<file path="src/design/c_subset_lexer_assert.svh">
// assertion macros for the c subset lexer
// expects clk and rst in the scope of use
`ifndef C_SUBSET_LEXER_ASSERT_SVH
`define C_SUBSET_LEXER_ASSERT_SVH

// same-cycle implication
`define CSL_ASSERT_NOW(name, ante, cons) \
  name: assert property (@(posedge clk) disable iff (rst) (ante) |-> (cons)) \
    else $error("c_subset_lexer check failed");

// next-cycle implication
`define CSL_ASSERT_NEXT(name, ante, cons) \
  name: assert property (@(posedge clk) disable iff (rst) (ante) |=> (cons)) \
    else $error("c_subset_lexer check failed");

`endif

</file>
<file path="src/design/csl_pkg.sv">
// shared types, codes and keyword tables for the c subset lexer
// no dependencies
`default_nettype none

package csl_pkg;

  localparam int unsigned TOKEN_LENGTH_LIMIT_DEF = 255;
  localparam int KW_COUNT = 10;
  localparam int KW_MAXLEN = 6;

  typedef logic [7:0] byte_t;

  localparam logic [2:0] KIND_KEYWORD  = 3'd0;
  localparam logic [2:0] KIND_IDENT    = 3'd1;
  localparam logic [2:0] KIND_NUMBER   = 3'd2;
  localparam logic [2:0] KIND_OPERATOR = 3'd3;
  localparam logic [2:0] KIND_SYMBOL   = 3'd4;
  localparam logic [2:0] KIND_COMMENT  = 3'd5;
  localparam logic [2:0] KIND_UNKNOWN  = 3'd6;

  localparam byte_t CH_SLASH = 8'h2f;
  localparam byte_t CH_NL    = 8'h0a;
  localparam byte_t CH_UNDER = 8'h5f;

  typedef struct packed {
    logic [2:0]  kind;
    logic [3:0]  kwn;
    logic [7:0]  ch;
    logic [7:0]  len;
    logic [31:0] start;
    logic        last;
  } tok_t;

  localparam byte_t KW_TEXT [KW_COUNT][KW_MAXLEN] = '{
    '{8'h69, 8'h6e, 8'h74, 8'h00, 8'h00, 8'h00},  // int
    '{8'h66, 8'h6c, 8'h6f, 8'h61, 8'h74, 8'h00},  // float
    '{8'h63, 8'h68, 8'h61, 8'h72, 8'h00, 8'h00},  // char
    '{8'h64, 8'h6f, 8'h75, 8'h62, 8'h6c, 8'h65},  // double
    '{8'h69, 8'h66, 8'h00, 8'h00, 8'h00, 8'h00},  // if
    '{8'h65, 8'h6c, 8'h73, 8'h65, 8'h00, 8'h00},  // else
    '{8'h66, 8'h6f, 8'h72, 8'h00, 8'h00, 8'h00},  // for
    '{8'h77, 8'h68, 8'h69, 8'h6c, 8'h65, 8'h00},  // while
    '{8'h72, 8'h65, 8'h74, 8'h75, 8'h72, 8'h6e},  // return
    '{8'h76, 8'h6f, 8'h69, 8'h64, 8'h00, 8'h00}   // void
  };

  localparam logic [2:0] KW_LEN [KW_COUNT] = '{
    3'd3, 3'd5, 3'd4, 3'd6, 3'd2, 3'd4, 3'd3, 3'd5, 3'd6, 3'd4
  };

  function automatic logic is_alpha(byte_t c);
    return (c >= 8'h61 && c <= 8'h7a) || (c >= 8'h41 && c <= 8'h5a);
  endfunction

  function automatic logic is_digit(byte_t c);
    return c >= 8'h30 && c <= 8'h39;
  endfunction

  function automatic logic is_space(byte_t c);
    return c == 8'h20 || (c >= 8'h09 && c <= 8'h0d);
  endfunction

  function automatic logic is_word_char(byte_t c);
    return is_alpha(c) || is_digit(c) || c == CH_UNDER;
  endfunction

  function automatic logic is_operator(byte_t c);
    return c == 8'h2b || c == 8'h2d || c == 8'h2a || c == 8'h3d;
  endfunction

  function automatic logic is_symbol(byte_t c);
    return c == 8'h3b || c == 8'h2c || c == 8'h28 || c == 8'h29 ||
           c == 8'h7b || c == 8'h7d;
  endfunction

endpackage

`default_nettype wire

</file>
<file path="src/design/c_subset_lexer.sv">
// c subset lexer top level: byte stream in, token words out
// depends on csl_pkg and c_subset_lexer_assert.svh
//
// channel  direction  word                          handshake
// in       input      byte_value, end_of_stream     in_valid / in_stall
// out      output     token fields, last_of_run     out_valid / out_stall
//
// one byte per cycle while in_stall is low; the state update and its tokens
// are formed in the accepting cycle; the first token shows the cycle after
// a byte giving two tokens (a finished run plus a one-char or flushed token)
// holds the second in a spare register, stalling input until it is output
// input is taken while no spare token waits and output is empty or draining
// synchronous active-high reset clears scan state, offset and valid flags
`default_nettype none

`include "c_subset_lexer_assert.svh"

module c_subset_lexer
  import csl_pkg::*;
#(
  parameter int unsigned TOKEN_LENGTH_LIMIT = TOKEN_LENGTH_LIMIT_DEF
) (
  input  wire logic        clk,
  input  wire logic        rst,
  input  wire logic        in_valid,
  output logic             in_stall,
  input  wire logic [7:0]  byte_value,
  input  wire logic        end_of_stream,
  output logic             out_valid,
  input  wire logic        out_stall,
  output logic [2:0]       token_kind,
  output logic [3:0]       keyword_number,
  output logic [7:0]       token_char,
  output logic [7:0]       token_length,
  output logic [31:0]      token_start,
  output logic             last_of_run
);

  localparam int LEN_W = $clog2(TOKEN_LENGTH_LIMIT + 1);
  localparam logic [LEN_W-1:0] LEN_MAX = LEN_W'(TOKEN_LENGTH_LIMIT);

  localparam logic [2:0] MODE_IDLE    = 3'd0;
  localparam logic [2:0] MODE_WORD    = 3'd1;
  localparam logic [2:0] MODE_NUMBER  = 3'd2;
  localparam logic [2:0] MODE_SLASH   = 3'd3;
  localparam logic [2:0] MODE_COMMENT = 3'd4;

  logic [2:0]       mode;
  logic [LEN_W-1:0] run_length;
  logic [9:0]       cand;
  logic [31:0]      run_start;
  logic [31:0]      byte_offset;

  tok_t out_tok;
  tok_t extra_tok;
  logic extra_valid;

  function automatic logic [9:0] narrow(logic [9:0] mask, logic [LEN_W-1:0] pos, byte_t c);
    logic [9:0] res;
    logic [2:0] p;
    res = '0;
    p = (pos < LEN_W'(KW_MAXLEN)) ? pos[2:0] : 3'd0;
    for (int i = 0; i < KW_COUNT; i++) begin
      if (mask[i] && pos < LEN_W'(KW_LEN[i]) && KW_TEXT[i][p] == c) begin
        res[i] = 1'b1;
      end
    end
    return res;
  endfunction

  function automatic logic [LEN_W-1:0] extend(logic [LEN_W-1:0] len);
    return (len < LEN_MAX) ? len + LEN_W'(1) : len;
  endfunction

  function automatic tok_t flush_tok(logic [2:0] m, logic [LEN_W-1:0] len,
                                     logic [9:0] cm, logic [31:0] st);
    tok_t t;
    logic found;
    t = '0;
    found = 1'b0;
    t.len = len[7:0];
    t.start = st;
    unique case (m)
      MODE_WORD: begin
        t.kind = KIND_IDENT;
        for (int i = 0; i < KW_COUNT; i++) begin
          if (!found && cm[i] && len == LEN_W'(KW_LEN[i])) begin
            found = 1'b1;
            t.kind = KIND_KEYWORD;
            t.kwn = 4'(i);
          end
        end
      end
      MODE_NUMBER:  t.kind = KIND_NUMBER;
      MODE_SLASH: begin
        t.kind = KIND_OPERATOR;
        t.ch = CH_SLASH;
        t.len = 8'd1;
      end
      MODE_COMMENT: t.kind = KIND_COMMENT;
      default:      t.kind = KIND_UNKNOWN;
    endcase
    return t;
  endfunction

  logic             accept;
  logic             pop;
  logic [2:0]       mode_mid;
  logic [LEN_W-1:0] len_mid;
  logic [9:0]       cand_mid;
  logic [31:0]      start_mid;
  logic             taken;
  logic             a_v;
  logic             b_v;
  logic             c_v;
  tok_t             a_t;
  tok_t             b_t;
  tok_t             c_t;
  tok_t             r1;
  tok_t             r2;
  logic             r1_v;
  logic             r2_v;

  assign pop      = out_valid && !out_stall;
  assign in_stall = extra_valid || (out_valid && out_stall);
  assign accept   = in_valid && !in_stall;

  always_comb begin
    mode_mid  = mode;
    len_mid   = run_length;
    cand_mid  = cand;
    start_mid = run_start;
    taken     = 1'b0;
    a_v       = 1'b0;
    a_t       = flush_tok(mode, run_length, cand, run_start);
    b_v       = 1'b0;
    b_t       = '0;

    unique case (mode)
      MODE_WORD: begin
        if (is_word_char(byte_value)) begin
          cand_mid = narrow(cand, run_length, byte_value);
          len_mid  = extend(run_length);
          taken    = 1'b1;
        end else begin
          a_v = 1'b1;
        end
      end
      MODE_NUMBER: begin
        if (is_digit(byte_value)) begin
          len_mid = extend(run_length);
          taken   = 1'b1;
        end else begin
          a_v = 1'b1;
        end
      end
      MODE_SLASH: begin
        if (byte_value == CH_SLASH) begin
          mode_mid = MODE_COMMENT;
          len_mid  = LEN_W'(2);
          taken    = 1'b1;
        end else begin
          a_v = 1'b1;
        end
      end
      MODE_COMMENT: begin
        if (byte_value == CH_NL) begin
          a_v = 1'b1;
        end else begin
          len_mid = extend(run_length);
        end
        taken = 1'b1;
      end
      default: mode_mid = MODE_IDLE;
    endcase

    if (a_v) begin
      mode_mid = MODE_IDLE;
      len_mid  = '0;
      cand_mid = '0;
    end

    if (!taken && !is_space(byte_value)) begin
      if (is_alpha(byte_value) || byte_value == CH_UNDER) begin
        mode_mid  = MODE_WORD;
        start_mid = byte_offset;
        len_mid   = LEN_W'(1);
        cand_mid  = narrow('1, '0, byte_value);
      end else if (is_digit(byte_value)) begin
        mode_mid  = MODE_NUMBER;
        start_mid = byte_offset;
        len_mid   = LEN_W'(1);
      end else if (byte_value == CH_SLASH) begin
        mode_mid  = MODE_SLASH;
        start_mid = byte_offset;
        len_mid   = LEN_W'(1);
      end else begin
        b_v = 1'b1;
        b_t.ch = byte_value;
        b_t.len = 8'd1;
        b_t.start = byte_offset;
        if (is_operator(byte_value)) begin
          b_t.kind = KIND_OPERATOR;
        end else if (is_symbol(byte_value)) begin
          b_t.kind = KIND_SYMBOL;
        end else begin
          b_t.kind = KIND_UNKNOWN;
        end
      end
    end

    c_v = end_of_stream && mode_mid != MODE_IDLE;
    c_t = flush_tok(mode_mid, len_mid, cand_mid, start_mid);

    // a finished run goes first, then the one-char or flushed token
    r2 = b_v ? b_t : c_t;
    r2.last = 1'b1;
    r2_v = a_v && (b_v || c_v);
    r1 = a_v ? a_t : r2;
    r1.last = !r2_v;
    r1_v = a_v || b_v || c_v;
  end

  always_ff @(posedge clk) begin
    if (rst) begin
      mode        <= MODE_IDLE;
      run_length  <= '0;
      cand        <= '0;
      run_start   <= '0;
      byte_offset <= '0;
    end else if (accept) begin
      byte_offset <= byte_offset + 32'd1;
      run_start   <= start_mid;
      if (end_of_stream) begin
        mode       <= MODE_IDLE;
        run_length <= '0;
        cand       <= '0;
      end else begin
        mode       <= mode_mid;
        run_length <= len_mid;
        cand       <= cand_mid;
      end
    end
  end

  always_ff @(posedge clk) begin
    if (rst) begin
      out_valid   <= 1'b0;
      extra_valid <= 1'b0;
    end else if (accept) begin
      out_valid   <= r1_v;
      extra_valid <= r2_v;
    end else if (extra_valid && pop) begin
      out_valid   <= 1'b1;
      extra_valid <= 1'b0;
    end else if (pop) begin
      out_valid <= 1'b0;
    end
  end

  always_ff @(posedge clk) begin
    if (accept) begin
      out_tok   <= r1;
      extra_tok <= r2;
    end else if (extra_valid && pop) begin
      out_tok <= extra_tok;
    end
  end

  assign token_kind     = out_tok.kind;
  assign keyword_number = out_tok.kwn;
  assign token_char     = out_tok.ch;
  assign token_length   = out_tok.len;
  assign token_start    = out_tok.start;
  assign last_of_run    = out_tok.last;

  `CSL_ASSERT_NOW(a_extra_has_head, extra_valid, out_valid)
  `CSL_ASSERT_NOW(a_first_of_pair, out_valid && !last_of_run, extra_valid)
  `CSL_ASSERT_NOW(a_run_nonempty, mode != MODE_IDLE, run_length != '0)
  `CSL_ASSERT_NOW(a_cand_only_in_word, mode != MODE_WORD, cand == '0)
  `CSL_ASSERT_NEXT(a_eos_to_idle, accept && end_of_stream, mode == MODE_IDLE)

endmodule

`default_nettype wire
</file>
<file path="config.mk">
export PLATFORM = sky130hd
export DESIGN_NAME = c_subset_lexer
export DESIGN_NICKNAME = d
export VERILOG_FILES = /design/src/design/csl_pkg.sv /design/src/design/c_subset_lexer.sv
export VERILOG_INCLUDE_DIRS = /design/src /design/src/design
export SDC_FILE = /design/constraint.sdc
export NUM_CORES = 1
export LEC_CHECK = 0
export ABC_CLOCK_PERIOD_IN_PS = 7150
export BUFFER_PORTS_ARGS = -buffer_cell sky130_fd_sc_hd__buf_4
export CORE_MARGIN = 5
export CORE_UTILIZATION = 25
export DETAILED_ROUTE_END_ITERATION = 12
export SYNTH_ARGS = -nofsm -noshare
export SYNTH_HDL_FRONTEND = slang
export SYNTH_SLANG_ARGS = --single-unit
</file>
<file path="constraint.sdc">
create_clock -name clk -period 7.15 [get_ports clk]
set_input_delay 1.0725 -clock clk [delete_from_list [all_inputs] [get_ports clk]]
set_output_delay 1.0725 -clock clk [all_outputs]
set_load 0.01 [all_outputs]
</file>
# Yosys cells after proc, flatten, opt, wreduce, memory -nomap -nowiden
# Memories as Yosys holds them, arrays and structs flattened.
# Index checks and enable logic that the tools add are counted.
[word_totals]
ff_bits = 198
elab_cells = 371
out_inout_bits = 58
rom_bits = 640
memories = 10
[memory_table]
columns = ["name", "words", "width", "rd", "rd_clocked_by_memory_dff", "write_ports", "line_no", "text"]
rows = [
  ["(name not given)", 8, 8, 1, 0, 0, "c_subset_lexer.sv:64", "if (mask[i] && pos < LEN_W'(KW_LEN[i]) && KW_TEXT[i][p] == c) begin"],
  ["(name not given)", 8, 8, 1, 0, 0, "c_subset_lexer.sv:64", ""],
  ["(name not given)", 8, 8, 1, 0, 0, "c_subset_lexer.sv:64", ""],
  ["(name not given)", 8, 8, 1, 0, 0, "c_subset_lexer.sv:64", ""],
  ["(name not given)", 8, 8, 1, 0, 0, "c_subset_lexer.sv:64", ""],
  ["(name not given)", 8, 8, 1, 0, 0, "c_subset_lexer.sv:64", ""],
  ["4 more memories", "--", "--", "--", "--", "--", "--", ""],
]
[op_classes]
n_reduce_logical = 113
n_lt_le_gt_ge = 15
eq_ne = 50
n_addsub = 2
n_mux = 162
n_bitwise = 1
[ops]
columns = ["op", "count"]
rows = [
  ["8-bit 2-to-1 mux", 31],
  ["56-bit 2-to-1 mux", 4],
  ["48-bit 2-to-1 mux", 4],
  ["32-bit 2-to-1 mux", 4],
  ["7-bit 2-to-1 mux", 17],
  ["8-bit by 6-bit equality test with 1-bit output (second input constant)", 10],
  ["8-bit equality test", 10],
  ["1-bit logical AND", 69],
  ["1-bit 2-to-1 mux", 69],
  ["7-bit by 8-bit equality test with 1-bit output (first input constant)", 8],
  ["10-bit 2-to-1 mux", 6],
  ["8-bit by 3-bit equality test with 1-bit output (second input constant)", 6],
  ["3-bit 2-to-1 mux", 13],
  ["32-bit by 1-bit adder with 32-bit output (second input constant)", 1],
  ["8-bit by 2-bit equality test with 1-bit output (second input constant)", 4],
  ["8-bit case mux with 4 select lines", 1],
  ["14-bit 2-to-1 mux", 2],
  ["8-bit by 7-bit equality test with 1-bit output (second input constant)", 3],
  ["8-bit by 3-bit < comparator with 1-bit output (second input constant)", 3],
  ["3-bit case mux with 4 select lines", 2],
  ["1-bit zero test", 23],
  ["1-bit logical OR", 17],
  ["8-bit by 7-bit >= comparator with 1-bit output (second input constant)", 2],
  ["8-bit by 7-bit less-or-equal comparator with 1-bit output (second input constant)", 2],
  ["21 further kinds", 32],
]

# Depth between registers and ports, before layout
# Gate-level depths: netlist of the first run.
[depth]
word_depth = 65
depth_mapped = 17
mapped_depth_nobuf = 15

# Worst setup path after synthesis of the first run
# OpenSTA, ideal clock, no wires.
[synth_path]
path_kind = "in2reg"
startpoint = "input in_valid"
endpoint = "register out_tok, in the netlist keyword_number[0], enable pin"
path_buffers = 0
stages = 2
setup_ns = 0.488
arrival_time_ns = 3.874
path_slack_ns = 2.787
path_cell_list = "mux2i_1 > a21oi_1"
[synth_between]
elab_chain_cells = 2
[synth_lines]
columns = ["element", "line_no", "text"]
rows = [
  ["start: declaration", "c_subset_lexer.sv:25", "input wire logic in_valid,"],
  ["1-bit logical AND", "c_subset_lexer.sv:126", "assign accept = in_valid && !in_stall;"],
  ["2-bit nonzero test (no source line)", "--", ""],
  ["end signal: assignment", "c_subset_lexer.sv:263", "out_tok <= r1;"],
  ["end signal: assignment", "c_subset_lexer.sv:266", "out_tok <= extra_tok;"],
  ["end: declaration", "c_subset_lexer.sv:54", "tok_t out_tok;"],
]
# No other way between the ends.
# A chain may end at the register's enable or synchronous reset.

==> results.txt, run 1 <==
The flow ran to the end, and the final reports show no timing, DRC or antenna violations. The DRC violations left is 0. For the worst setup path, the data arrival time is 5340 ps. Summed over all cells, the static leakage comes to 4.73 nW. The first global-routing pass estimated 53000 um of wire.

The post-CTS resize count is 0. The post-synthesis instance area is 0.0115 mm^2. The post-layout worst setup margin is between 2000 and 2500 ps. In this run, synthesis produced a sequential element count of 198. The cell sitting at the root of the clock tree is a clkbuf_16. The global router's overall resource usage came out at 0.130. The area of the core came out at between 0.04 and 0.05 mm^2. The final standard cell area without fillers is 0.0131 mm^2. The via count of the first global-routing pass came to about 9200. The routability congestion estimate is 0.929. The worst ir drop on vdd is 0.149 mV. The highest clock frequency the design can meet is 0.194 GHz.

The register-to-register setup slack is 2010 ps. The number of nets in the synthesized netlist came out at 1291. The number of clock buffers added by TritonCTS is 17.

The routed layout has 9730 vias. The transition time of the tightest slew-check pin came out at 1110 ps. Across the run, the number of max-cap violations was 0. The setup-violating endpoint count in the final report is 0. The total power per unit cell area is 196 mW/mm^2. Setup repair after global routing left no endpoint under its margin. The count of pins over their slew limit is 0. The Yosys warning count is 0.

The number of enable-type register cells in the synthesized netlist came out at 111. The TritonCTS sink count came out at 198. Dividing the detail-routed wire length by the instance count gives 17.9 um.

The highest fanout seen on the critical path is 18. The minimum clock period after layout came out at 5140 ps. In this run the core area contains 78 standard-cell rows. The worst endpoint required time is 7340 ps. The final-layout fill cell count is ~4800. The floorplan step defined a die boundary enclosing 0.0504 mm^2. The number of top-level pins came out at 71. In this run the tool buffered the top-level ports with 70 buffer cells. The first-pass detailed-route iteration total is 5. Among all flip-flop cells after synthesis, the most frequent one is edfxtp_1. The sequential cell area fraction in the yosys report is 0.441. The CTS tree is yes. The total power after layout is 0.00257 W. The final core area utilization came out at 0.289.

The ratio of cells with drive above 1 in the final layout is 0.147. The estimated wirelength of the detail-placed design came out at 23000 um. The final worst-path cycle share is 0.719. The startpoint-to-endpoint class of the critical path is register to register. The setup fix buffers added after clock tree synthesis came out at 0. The number of routed nets with antenna violations is 0. After global routing the overflow that remains totals 0.

After technology mapping, the gate count stands at ~1300. The length in cells of the worst reg-to-reg path is 14. The via density per instance came out at 5.15. The end point of the critical path is keyword_number[0]. The clock latency at the later pin of the worst-skew pair is 450 ps. The repair_antennas step left the layout with diodes totalling 0. Before CTS, the worst setup slack after placement is 2100 ps.

The fraction of registers with async set/reset is 0. In the final design database the tool counted 1304 nets. The final hold violation count was 0. Summing all placed instances gives a cell area of 0.0125 mm^2. STA classifies the critical path startpoint as a register.

The worst relative slew slack is 0.252. The initial antenna violation count came out at 0. The multi-input combinational cell area came out at between 0.006 and 0.007 mm^2. The sequential cells in the finished layout cover a total of 0.00507 mm^2. The clock tree synthesis step divided the H-tree into 4 levels. The routed wire length came out at 33900 um.

The post-cts hold buffer count came out at 0. The clock passes through at most 2 buffers. The kind of end point of the critical path is a register. Setup total negative slack on the finished layout was measured at 0 ps. The count of routing violations after the opening detailed-route iteration came out at 891. The area added between synthesis and finish is 14.2%.

The clock transition at the registers of the reported paths came out at ~80 ps. The worst register-to-register path ends at keyword_number[0]. The count of cell types in the netlist came out at 97. The initial utilization of the core area, before any placement, comes to 0.253. The maximum number of pins on one net before global-route repair is roughly 90. The tightest min-delay check is of the register to register type. Averaged over all synthesized cells, the footprint is between 9 and 10 um^2. The floorplan step set the die width to 225 um.

The die height came out at 225 um. The post-route clock skew came out at approximately 15 ps. Tracing the worst setup path back leads to its startpoint at run_length[5]. In this run the critical register-to-register path is launched from run_length[5].
==> cell usage after synthesis, types with 13 or more instances <==
cell | count | share of area
a21oi_1 | 100 | 0.044
a22oi_1 | 13 | 0.0085
and2_1 | 18 | 0.0098
and3_1 | 13 | 0.0071
clkbuf_1 | 65 | 0.021
dfxtp_1 | 87 | 0.15
edfxtp_1 | 111 | 0.29
ha_1 | 13 | 0.014
inv_1 | 23 | 0.0075
mux2_2 | 33 | 0.032
mux2i_1 | 40 | 0.035
nand2_1 | 180 | 0.059
nand3_1 | 38 | 0.017
nand4_1 | 15 | 0.0082
nor2_1 | 126 | 0.041
nor2b_1 | 14 | 0.0076
nor3_1 | 23 | 0.010
o21ai_0 | 74 | 0.032
xnor2_1 | 23 | 0.018
xor2_1 | 22 | 0.017
==> placed cells by master (no fill, tap or decap), types with 17 or more instances in the layout <==
master	synthesis	layout
buf_4	0	79
xnor2_1	23	23
nand2_1	180	179
nor2_1	126	124
xor2_1	22	22
clkbuf_16	0	17
and2_1	18	18
mux2i_1	40	40
a21oi_1	100	99
mux2_2	33	33
inv_1	23	23
dfxtp_1	87	87
edfxtp_1	111	111
o21ai_0	74	74
nor3_1	23	23
nand3_1	38	38
==> cell type report <==
cell class | instances | share of cell area
Multi-Input combinational cell | 957 | 0.458
Sequential cell | 198 | 0.386
Tap cell | 600 | 0.0571
Timing Repair Buffer | 79 | 0.0451
Clock buffer | 18 | 0.0327
Clock inverter | 14 | 0.0142
Inverter | 25 | 0.00714
==> metrics by stage <==
step / hold slack, ps / cells
6_report: 469 / 1891
5_1_grt: 488 / 1891
4_1_cts: 470 / 1891
3_5_place_dp: 460 / 1859
3_3_place_gp: 452 / 1859
2_1_floorplan: 446 / 1265
==> power by group <==
group	total [W]	internal (W)	switching (W)
clock	0.00102	0.000535	0.000481
sequential	0.00128	0.00126	0.0000200
combinational	0.000279	0.0000912	0.000187
total	0.00257	0.00189	0.000688
==> flip-flops by register name, summed over array words and instances (netlist names), 3 cells and up <==
register,count
byte_offset,32
token_start,32
cand,10
keyword_number,4
run_start,32
token_char,8
extra_tok,55
token_length,8
token_kind,3
mode,3
run_length,8
==> cell families after synthesis <==
family | share of synthesized area
AND/OR/NAND/NOR | 0.222
multiplexers | 0.0671
adder cells (fa/ha/maj) | 0.0141
buffers and inverters | 0.0389
flip-flops | 0.441
XOR/XNOR | 0.0343
AO/OA/AOI/OAI | 0.182
==> critical path, stage by stage (launching register included) <==
cell and delay, ps:
dfxtp_1 420, or3_1 680, nor3_1 620, nand2_1 270
ha_1 430, or3_1 390, a2111oi_0 390, o21ai_0 160
o311ai_0 160, o2111ai_1 210, a211oi_1 530, a311oi_1 180
o21ai_1 150, a21oi_1 100, o22a_1 190
==> worst min path at each step <==
| stage | to | cells past startpoint | startpoint |
|---|---|---|---|
| global placement | run_start[13] | 2 | run_start[13] |
| finish | run_start[12] | 2 | run_start[12] |
| detailed placement | run_start[22] | 2 | run_start[22] |
| floorplan | run_start[0] | 2 | run_start[0] |
| global route | run_start[23] | 2 | run_start[23] |
| CTS | run_start[22] | 2 | run_start[22] |
==> per-layer routing <==
layer / track usage / part of all wire / vias to the layer above
li1: - / - / 4646
met1: 0.186 / 0.47 / 4704
met2: 0.202 / 0.44 / 329
met3: 0.0226 / 0.061 / 51
met4: 0.0383 / 0.021 / 0
met5: 0 / 0 / -
Note: power is estimated with default switching activity, not from simulation.
==> run 2, diff against run 1 <==
--- a/config.mk
+++ b/config.mk
@@ -6,7 +6,7 @@
 export SDC_FILE = /design/constraint.sdc
 export NUM_CORES = 1
 export LEC_CHECK = 0
-export ABC_CLOCK_PERIOD_IN_PS = 7150
+export ABC_CLOCK_PERIOD_IN_PS = 4290
 export BUFFER_PORTS_ARGS = -buffer_cell sky130_fd_sc_hd__buf_4
 export CORE_MARGIN = 5
 export CORE_UTILIZATION = 25
==> constraint.sdc (replaced) <==
create_clock -name clk -period 4.29 [get_ports clk]
set_input_delay 0.6435 -clock clk [delete_from_list [all_inputs] [get_ports clk]]
set_output_delay 0.6435 -clock clk [all_outputs]
set_load 0.01 [all_outputs]
==> results.txt, run 2 (same netlist as run 1, synthesis figures left out) <==
The routability congestion estimate came out at 0.964. The run finished with clean final reports. The launching element of the worst setup path is run_length[5].

Clock tree synthesis selected as its root buffer the cell clkbuf_16. The routed layout has 10097 vias. The initialized floorplan defines 78 standard-cell rows.

The count of antenna diodes in the layout is 0. The number of placed instances, taps included, is around 1900. The path class of the tightest hold or removal check is register to register. The worst ir drop on vdd is 0.234 mV. The total congestion overflow after global routing is 0.

The total CTS buffers came out at 17. The highest clock frequency the design can meet came out at 0.247 GHz. The combinational cell fraction of total power is 0.115.

The average wire per standard cell came out at 18.6 um. The area of all sequential standard cells is 0.00507 mm^2. The share of total power dissipated in sequential elements is 0.491. The area of the core came out at 0.0455 mm^2.

The worst relative slew slack is 0.321. The clock group share of total power is 0.394. The data arrival time of the worst path is 4220 ps. The clock transition at the registers of the reported paths came out at 80 ps. The via density per instance came out at between 5 and 6. The register-to-register setup slack is 250 ps. The tool flagged a number of max-cap violations equal to 0. The final worst-path cycle share came out at 0.942. The die height came out at about 220 um. After layout, the worst setup slack is approximately 250 ps. The count of pins over their slew limit came out at 0.

In the routed design, unresolved DRC markers number 0. Timing analysis after detailed placement gives a worst setup slack of 111 ps. The clock latency at the later pin of the worst-skew pair is around 450 ps. The kind of end point of the critical path is a register.

Ranked by flip-flop count, first place goes to extra_tok. The first-pass detailed-route iteration total is 5. The initial antenna violation count came out at 1. For this run, the number of standard cells in the final layout without fillers is 1970. The internal cell power came out at 0.00313 W.

The number of routed nets with antenna violations is 0. The via count of the first global-routing pass was about 9700. The clock net in this run drives a total of 198 sinks. The die is 225 um wide. The highest fanout seen on the critical path came out at 6. The multi-input combinational cell area came out at 0.00604 mm^2. The library cells used most frequently in the layout, excluding fill and tap cells, are 179 x nand2_1, 156 x buf_4, 124 x nor2_1, 111 x edfxtp_1, 99 x a21oi_1. STA classifies the critical path startpoint as a register.

The count of routing violations after the opening detailed-route iteration came out at 1011. The port buffer count is 70. The most critical setup path has its endpoint at extra_tok[51].

The critical path in this run is classified as register to register. The worst register-to-register path begins at run_length[5]. The final worst hold slack is 471 ps.

For this design the total switching power over the nets is about 0.0012 W. The flip-flop count of the largest register, all copies and words added is 55. The final standard cell area without fillers came out at between 0.01 and 0.015 mm^2.

The H-tree was split into 4 levels. Of the total power, the share spent switching nets is 0.279. In this run the count of I/O pins placed on the die edge is 71.

The initial cell density of the core is 0.253. The setup-violating endpoint count in the final report is 0. The final-layout fill cell count is roughly 4900. The estimated wirelength of the detail-placed design is between 20000 and 30000 um.

The worst endpoint required time is 4470 ps. Compared with the post-synthesis result, the final layout area differs by 20.0%. The leading cell type in the layout, fill and taps excluded is nand2_1. The routed design could run at a clock period as short as 4040 ps.

On the final layout, the worst clock skew is 19.6 ps. The routed wire length came out at 36600 um. Along the worst hold path, the cell count comes to 2. The net count of the finished layout is 1383. The global router's overall resource usage came out at 0.141. The placed instances occupy a cell area of about 0.013 mm^2. The first global-routing pass estimated around 57000 um of wire. The total leakage power came out at 5.15 nW.

The post-cts hold buffer count came out at 0. Entering global routing, the biggest net connects 88 pins. TritonCTS built the clock tree. The endpoint identified for the worst register-to-register timing path is extra_tok[51]. The length in cells of the worst reg-to-reg path came out at 17. The die covers a little over 0.05 mm^2. The ratio of cells with drive above 1 in the final layout is 0.201. The total power per unit cell area came out at 314 mW/mm^2. The final hold violation count is 0. The transition time of the tightest slew-check pin is 1020 ps. In this run the deepest clock path goes through 2 buffers.
==> run 2: repair_timing <==
item / in CTS / in global routing
resized for setup: 0 / 6
endpoints found under the hold margin: 0 / 0
setup endpoints to repair: 0 / 9
setup buffers: 0 / 0
==> run 2: layout make-up <==
cell class	instances	area share
repair buffers	158	0.0878
inverters	25	0.00680
clock buffers	17	0.0308
clock inverters	15	0.0147
well taps	600	0.0544
flip-flops and latches	198	0.368
multi-input cells	957	0.438
==> run 2: metrics by stage <==
step	power, W	TNS [ps]	util
after floorplan	0.00245	0	-
after global placement	0.00267	0	0.289
after detailed placement	0.00268	0	0.289
after CTS	0.00439	0	0.303
after global routing	0.00452	-0.176	0.303
final	0.00434	0	0.303
==> run 2: power groups by stage <==
| stage | clock (W) | sequential, W | combinational [W] |
|---|---|---|---|
| 6_report | 0.00171 | 0.00213 | 0.000499 |
| 5_1_grt | 0.00183 | 0.00214 | 0.000545 |
| 4_1_cts | 0.00175 | 0.00213 | 0.000503 |
| 3_5_place_dp | 0 | 0.00217 | 0.000501 |
| 3_3_place_gp | 0 | 0.00217 | 0.000499 |
| 2_1_floorplan | 0 | 0.00219 | 0.000258 |
==> run 2: how the worst min path moves through the flow <==
stage / start / to / slack [ps]
after detailed placement: run_start[22] / run_start[22] / 460
final: run_start[22] / run_start[22] / 470
after CTS: run_start[22] / run_start[22] / 470
after floorplan: run_start[0] / run_start[0] / 450
after global routing: run_start[10] / run_start[10] / 490
after global placement: run_start[9] / run_start[9] / 450
==> run 2: critical path, cell delays in order (launching register included) <==
cell and delay [ps]:
dfxtp_1 320, or3_1 420, nor3_2 220, nand2_1 110, buf_4 170, inv_2 120
ha_1 190, xnor2_1 140, a31oi_1 130, or4b_1 520, o21ai_0 230, buf_4 150
a32o_1 300, mux2_2 220, a211oi_2 70, buf_4 160, a211oi_1 240, nor2_1 70
==> run 2: routing by layer <==
layer | up-vias | GRT usage | share of wire | routed length [um]
met5 | - | 0 | 0.00025 | 9
met4 | 2 | 0.0354 | 0.020 | 720
met3 | 59 | 0.0234 | 0.056 | 2050
met2 | 314 | 0.231 | 0.47 | 17100
met1 | 4927 | 0.195 | 0.46 | 16700
li1 | 4795 | - | - | -
